--- src/rtl/core/fvn_pkg.sv ---
// fvn_pkg: shared constants, hash table and command types for the fractal value noise block
// used by fvn_ctrl, fvn_dp and fractal_value_noise_2d; no dependencies
package fvn_pkg;

    localparam int FRAC_BITS   = 16;
    localparam int LAT_BITS    = 8;
    localparam int POS_W       = LAT_BITS + FRAC_BITS;
    localparam int MAX_OCTAVES = 24;
    localparam int OCT_W       = 5;
    localparam int COORD_W     = 16;
    localparam int FREQ_W      = 24;
    localparam int SEED_W      = 8;
    localparam int NOISE_W     = 16;
    localparam int W_W         = FRAC_BITS + 1;          // weight incl. one
    localparam int BLEND_W     = LAT_BITS + FRAC_BITS + 1;
    localparam int ACC_W       = BLEND_W + 1;
    localparam int AMP_W       = FRAC_BITS + 1;
    localparam int NUM_W       = ACC_W + 8;
    localparam int DCNT_W      = $clog2(NUM_W);
    localparam int CFG_IDX_W   = 2;

    localparam logic [CFG_IDX_W-1:0] CFG_FREQ_SCALE   = 2'd0;
    localparam logic [CFG_IDX_W-1:0] CFG_OCTAVE_COUNT = 2'd1;
    localparam logic [CFG_IDX_W-1:0] CFG_HASH_SEED    = 2'd2;

    localparam logic [FREQ_W-1:0] FREQ_RESET = 24'd655;
    localparam logic [OCT_W-1:0]  OCT_RESET  = 5'd20;
    localparam logic [SEED_W-1:0] SEED_RESET = 8'd42;

    typedef enum logic [3:0] {
        CMD_NONE,
        CMD_LOAD,
        CMD_SCALE,
        CMD_HASH,
        CMD_WEIGHT,
        CMD_BLEND,
        CMD_MIX,
        CMD_ACC,
        CMD_DIV_INIT,
        CMD_DIV_STEP,
        CMD_OUT
    } t_cmd;

    typedef struct packed {
        logic last_oct;
        logic div_last;
    } t_dp_status;

    localparam logic [7:0] PERM_ROM [256] = '{
        8'd208,8'd34,8'd231,8'd213,8'd32,8'd248,8'd233,8'd56,8'd161,8'd78,8'd24,8'd140,
        8'd71,8'd48,8'd140,8'd254,8'd245,8'd255,8'd247,8'd247,8'd40,8'd185,8'd248,8'd251,
        8'd245,8'd28,8'd124,8'd204,8'd204,8'd76,8'd36,8'd1,8'd107,8'd28,8'd234,8'd163,
        8'd202,8'd224,8'd245,8'd128,8'd167,8'd204,8'd9,8'd92,8'd217,8'd54,8'd239,8'd174,
        8'd173,8'd102,8'd193,8'd189,8'd190,8'd121,8'd100,8'd108,8'd167,8'd44,8'd43,8'd77,
        8'd180,8'd204,8'd8,8'd81,8'd70,8'd223,8'd11,8'd38,8'd24,8'd254,8'd210,8'd210,
        8'd177,8'd32,8'd81,8'd195,8'd243,8'd125,8'd8,8'd169,8'd112,8'd32,8'd97,8'd53,
        8'd195,8'd13,8'd203,8'd9,8'd47,8'd104,8'd125,8'd117,8'd114,8'd124,8'd165,8'd203,
        8'd181,8'd235,8'd193,8'd206,8'd70,8'd180,8'd174,8'd0,8'd167,8'd181,8'd41,8'd164,
        8'd30,8'd116,8'd127,8'd198,8'd245,8'd146,8'd87,8'd224,8'd149,8'd206,8'd57,8'd4,
        8'd192,8'd210,8'd65,8'd210,8'd129,8'd240,8'd178,8'd105,8'd228,8'd108,8'd245,8'd148,
        8'd140,8'd40,8'd35,8'd195,8'd38,8'd58,8'd65,8'd207,8'd215,8'd253,8'd65,8'd85,
        8'd208,8'd76,8'd62,8'd3,8'd237,8'd55,8'd89,8'd232,8'd50,8'd217,8'd64,8'd244,
        8'd157,8'd199,8'd121,8'd252,8'd90,8'd17,8'd212,8'd203,8'd149,8'd152,8'd140,8'd187,
        8'd234,8'd177,8'd73,8'd174,8'd193,8'd100,8'd192,8'd143,8'd97,8'd53,8'd145,8'd135,
        8'd19,8'd103,8'd13,8'd90,8'd135,8'd151,8'd199,8'd91,8'd239,8'd247,8'd33,8'd39,
        8'd145,8'd101,8'd120,8'd99,8'd3,8'd186,8'd86,8'd99,8'd41,8'd237,8'd203,8'd111,
        8'd79,8'd220,8'd135,8'd158,8'd42,8'd30,8'd154,8'd120,8'd67,8'd87,8'd167,8'd135,
        8'd176,8'd183,8'd191,8'd253,8'd115,8'd184,8'd21,8'd233,8'd58,8'd129,8'd233,8'd142,
        8'd39,8'd128,8'd211,8'd118,8'd137,8'd139,8'd255,8'd114,8'd20,8'd218,8'd113,8'd154,
        8'd27,8'd127,8'd246,8'd250,8'd1,8'd8,8'd198,8'd250,8'd209,8'd92,8'd222,8'd173,
        8'd21,8'd88,8'd102,8'd219
    };

endpackage

--- src/rtl/core/fvn_ctrl.sv ---
// fvn_ctrl: sequencer for the octave loop and the result divider
// depends on fvn_pkg
module fvn_ctrl (
    input  logic               i_clk,
    input  logic               i_rst_n,
    input  logic               i_in_valid,
    input  logic               i_out_free,
    input  fvn_pkg::t_dp_status i_status,
    output logic               o_in_ready,
    output fvn_pkg::t_cmd      o_cmd
);
    import fvn_pkg::*;

    typedef enum logic [3:0] {
        S_IDLE, S_SCALE, S_HASH, S_WEIGHT, S_BLEND, S_MIX, S_ACC, S_DIVI, S_DIV, S_HOLD
    } t_state;

    t_state r_state;

    assign o_in_ready = (r_state == S_IDLE);

    always_comb begin
        unique case (r_state)
            S_IDLE:   o_cmd = i_in_valid ? CMD_LOAD : CMD_NONE;
            S_SCALE:  o_cmd = CMD_SCALE;
            S_HASH:   o_cmd = CMD_HASH;
            S_WEIGHT: o_cmd = CMD_WEIGHT;
            S_BLEND:  o_cmd = CMD_BLEND;
            S_MIX:    o_cmd = CMD_MIX;
            S_ACC:    o_cmd = CMD_ACC;
            S_DIVI:   o_cmd = CMD_DIV_INIT;
            S_DIV:    o_cmd = CMD_DIV_STEP;
            S_HOLD:   o_cmd = i_out_free ? CMD_OUT : CMD_NONE;
            default:  o_cmd = CMD_NONE;
        endcase
    end

    always_ff @(posedge i_clk) begin
        if (!i_rst_n) begin
            r_state <= S_IDLE;
        end else begin
            unique case (r_state)
                S_IDLE:   if (i_in_valid) r_state <= S_SCALE;
                S_SCALE:  r_state <= S_HASH;
                S_HASH:   r_state <= S_WEIGHT;
                S_WEIGHT: r_state <= S_BLEND;
                S_BLEND:  r_state <= S_MIX;
                S_MIX:    r_state <= S_ACC;
                S_ACC:    r_state <= i_status.last_oct ? S_DIVI : S_HASH;
                S_DIVI:   r_state <= S_DIV;
                S_DIV:    if (i_status.div_last) r_state <= S_HOLD;
                S_HOLD:   if (i_out_free) r_state <= S_IDLE;
                default:  r_state <= S_IDLE;
            endcase
        end
    end

endmodule

--- config.mk ---
export PLATFORM = sky130hd
export DESIGN_NAME = fvn_ctrl
export DESIGN_NICKNAME = d
export VERILOG_FILES = /design/src/rtl/core/fvn_pkg.sv /design/src/rtl/core/fvn_ctrl.sv
export SDC_FILE = /design/constraint.sdc
export NUM_CORES = 1
export LEC_CHECK = 0
export BUFFER_PORTS_ARGS = -buffer_cell sky130_fd_sc_hd__clkbuf_2
export CORE_AREA = 2 2 39 41
export CTS_CLUSTER_DIAMETER = 80
export DETAILED_ROUTE_END_ITERATION = 10
export DIE_AREA = 0 0 41 43
export GPL_ROUTABILITY_DRIVEN = 0
export GPL_TIMING_DRIVEN = 0
export PLACE_DENSITY = 0.54
export SKIP_LAST_GASP = 1
export SLEW_MARGIN = 20
export SYNTH_ARGS = -nofsm -noshare
export SYNTH_HDL_FRONTEND = slang
export SYNTH_SLANG_ARGS = --single-unit
--- constraint.sdc ---
create_clock -name i_clk -period 2.72 [get_ports i_clk]
set_input_delay 0.544 -clock i_clk [delete_from_list [all_inputs] [get_ports i_clk]]
set_output_delay 0.544 -clock i_clk [all_outputs]
set_load 0.005 [all_outputs]
; ---- After elaboration in Yosys (flattened, before gate mapping)
; Cells that the tools add are included.
[word_totals]
input_bits = 6
output_inout_bits = 5
word_cells = 23
ff_bits = 4
[op_classes]
muxes = 8
n_eq_ne = 12
reduce_logical = 2
[ops]
columns = op, count
row1 = case mux 4 bit (10 select lines), 2
row2 = "== test 4 x 3 -> 1 bit, second input constant", 4
row3 = 2-to-1 mux 4 bit, 4
row4 = "== test 4 x 2 -> 1 bit, second input constant", 2
row5 = "== test 4 bit, second input constant", 2
row6 = "inequality test 2 bit, second input constant", 3
row7 = "== test 4 x 1 -> 1 bit, second input constant", 1
row8 = logical NOT 4 bit, 1
row9 = 2-to-1 mux 3 bit, 1
row10 = AND reduction 3 bit, 1
row11 = 2-to-1 mux 1 bit, 1

; ---- Logic depth before layout (Yosys ltp)
[logic_depth]
depth_word = 3
depth_mapped = 4
ltp_nobuf = 3

; ---- Worst setup path after synthesis
; Ideal clock, no wire load.
[synth_timing]
kind = register to output
startpoint = register r_state[1]
endpoint = output port o_cmd[2]
t_arrival_ns = 0.941
setup_slack_ns = 1.235
required_ns = 2.176
path_buffers = 1
path_stages_with_launch = 5
cell_sequence = dfxtp_1 -> buf_2 -> nand2_1 -> or2_1 -> a21oi_1
[synth_between]
elab_chain_cells = 2
word_cells_on_any_way = 11
classes_between = 9 x eq/ne / 1 x mux / 1 x reduce/logical
[synth_rtl]
columns = element, line_no
row1 = from (decl), fvn_ctrl.sv:18  ; t_state r_state;
row2 = from (signal assigned), fvn_ctrl.sv:49  ; S_ACC: r_state <= i_status.last_oct ? S_DIVI : S_HASH;
row3 = == test 4 bit (tied with other cells), fvn_ctrl.sv:23  ; unique case (r_state)
row4 = case mux 4 bit (10 select lines) (*), fvn_ctrl.sv:23
row5 = to (decl), fvn_ctrl.sv:10  ; output fvn_pkg::t_cmd o_cmd
; Every way passes the cells marked *; elsewhere a longest branch is shown, timed or not.

; ---- Worst setup path after layout
[layout_timing]
startpoint = register r_state[0]
endpoint = output port o_cmd[2]
; The elaborated chain is that of the path after synthesis.

==> results_dict.tcl <==
set metrics [dict create \
    critPathMaxStageDelay_ns 0.36 \
    maxCapViolCount 0 \
    final_util_pct 29.7 \
    std_cell_rows 14 \
    max_slew_margin_pct 74.4 \
    final-max-slew-violation-count 0 \
    hold_violations 0 \
    rr_worst_depth 4 \
    largest_register "r_state" \
    yosysWarnings 0 \
    stdcell_area_sq_um 412 \
    grt_max_degree 11 \
    critPathArrivalTime_ns 1.34 \
    status "finished clean" \
    fin_nets 61 \
    path_class "register to output pin" \
    ys_types 27 \
    synthFlopType "dfxtp_1" \
    period_minus_slack_ns 1.89 \
    die_w_um 41 \
    required_ns 2.18 \
    fin_crit_sh_pct 69.3 \
    drtPass1Iterations 4 \
    worstHoldEndpoint "r_state[0]" \
    worst_pin_slew_ns 0.375 \
    place_hpwl_um 552 \
    coreArea_sq_mm 0.00138 \
    rsz0062_at_grt "false" \
    cts_tree "built" \
    overflow 0 \
    worstHoldStart "i_rst_n" \
    fmax_mhz 530 \
    syn_avg_cell_area_sq_um 7.98 \
    ioPinCount 11 \
    synth_nets 46 \
    post_drt_wl_per_cell_um 10.4 \
    drt.antenna.violating_nets 0 \
    portBuffers 10 \
    stdcell_count 69 \
    cp_slowest_cell "dfxtp_1" \
    vias_per_cell 4.68 \
    post_cts_buffers 0 \
    synth-seq-cells 4 \
    area_growth_pct 29.0 \
    synthCells 40 \
    reg2reg_to "r_state[0]" \
    hold_buffers 0 \
    tns_ns 0 \
    critical_path.cell_chain "buf_4 > nand2_1 > or2_1 > a21oi_1 > clkbuf_2" \
    dieArea_sq_mm 0.00176 \
    finalPower_uw 229 \
    initial_core_util_pct 23.1 \
    power.density_mw_per_mm2 556 \
    clk_path_buf_depth 2 \
    detailroute.via_count 323 \
    cts.root.buffer_cell "clkbuf_4" \
    crit_path_end_kind "output pin" \
    postPlaceCellArea_sq_um 389 \
    largestRegisters "r_state: 4 flops" \
    largest_reg_flops 4 \
    place_inst 66 \
    grt_pass1_vias 277 \
    wl_um 721 \
    setup_viol_count_final 0 \
    grt_antenna_before_repair 0 \
    fin_skew_ns 0.00591 \
    hold_class "primary input to register" \
    worst_setup_path_start_kind "register" \
    ir_worst_vdd_mv 0.175 \
    cts.clk_slew.worst_paths_ns 0.04 \
    clock_latency_ns 0.23 \
    grt_pass1_wl_um 1130 \
    cts_resized 0 \
    synth_edf_count 0 \
    ys_seq_area_share_pct 25.1 \
    timing.rr.start "r_state[3]" \
    grt_use_total_pct 10.1 \
    drive_above_1_share_pct 41.5 \
    antenna_cells 0 \
    synth_area_sq_um 319 \
    async_flop_share_pct 0 \
    dieHeight_um 43 \
    cts.sinks 4 \
    drtIter0Drc 4 \
    drcViolationCount 0 \
    numCtsBuffers 3 \
    htreeDepth 1 \
    cp_max_fo 10 \
    p_leak_uw 0.000176 \
    reg2reg_slack_ns 1.56 \
    hold_depth 2 \
]
## cell usage after synthesis (2+ instances only)
master,instances,share of area [%]
nand2_1,2,2.4
dfxtp_1,4,25
nor2b_1,2,3.9
nor2_1,2,2.4
nor4_1,2,3.9
o21ai_0,2,3.1
nand2b_1,2,3.9
buf_2,3,4.7
a21oi_1,3,4.7
## metal layers
metal	share of wire, %	track usage, %	vias up
li1	-	-	170
met1	46	10.6	146
met2	48	13.8	7
met3	5.3	6.28	0
met4	0	8.00	0
met5	0	0	-
## worst max path at each step
stage | start | to | cells after the start
2_1_floorplan | r_state[1] | o_cmd[2] | 4
3_3_place_gp | i_out_free | o_cmd[1] | 5
3_5_place_dp | i_out_free | o_cmd[1] | 5
4_1_cts | r_state[1] | o_cmd[2] | 5
5_1_grt | r_state[1] | o_cmd[2] | 5
6_report | r_state[0] | o_cmd[2] | 5
## placed cells by master (no fill, tap or decap)
cell type / n
inv_1: 1
or3b_4: 1
nor3_1: 1
nor4_1: 2
nand4b_1: 1
clkbuf_2: 10
a21o_1: 1
a21boi_2: 1
o21ai_0: 2
a211oi_1: 1
nor2_1: 2
or2_1: 1
o21bai_2: 1
buf_4: 1
nor3b_2: 1
nand3b_1: 1
nand2b_1: 2
nor2b_1: 2
nand2_1: 2
o21a_1: 1
buf_2: 3
clkbuf_4: 3
a21oi_1: 3
xnor2_1: 1
o31a_1: 1
inv_2: 1
a2111oi_0: 1
dfxtp_1: 4
a22o_1: 1
## power by group
group	internal [uW]	switching [uW]	total, uW
clock	49.1	21.2	70.3
combinational	43.5	44.2	87.7
sequential	66.2	4.63	70.8
## kinds of logic (layout without fill, tap and decap cells)
logic type             after synthesis  after routing  synth area share, %
AO/OA/AOI/OAI                       13             13                 30.2
XOR/XNOR                             1              1                 2.75
buffers and inverters                6             19                 9.41
flip-flops                           4              4                 25.1
AND/OR/NAND/NOR                     16             16                 32.5
## critical path: cells and delay by family, from the launching register on
family | cells | cell delay (ns)
flip-flops | 1 | 0.36
buffers and inverters | 2 | 0.31
AND/OR/NAND/NOR | 2 | 0.30
AO/OA/AOI/OAI | 1 | 0.14
## through the flow
stage          setup slack (ns)  hold slack, ns
3_5_place_dp               1.05           0.649
5_1_grt                   0.742           0.554
4_1_cts                   0.829           0.560
2_1_floorplan              1.23           0.605
6_report                  0.834           0.564
3_3_place_gp               1.09           0.639
## cell type report
cell class                      count  area, sq um
Buffer                              4         22.5
Clock buffer                        3         22.5
Fill cell                         165          972
Inverter                            2         7.51
Multi-Input combinational cell     30          209
Sequential cell                     4         80.1
Tap cell                           16         20.0
Timing Repair Buffer               10         50.0
(Power assumes the default switching activity.)
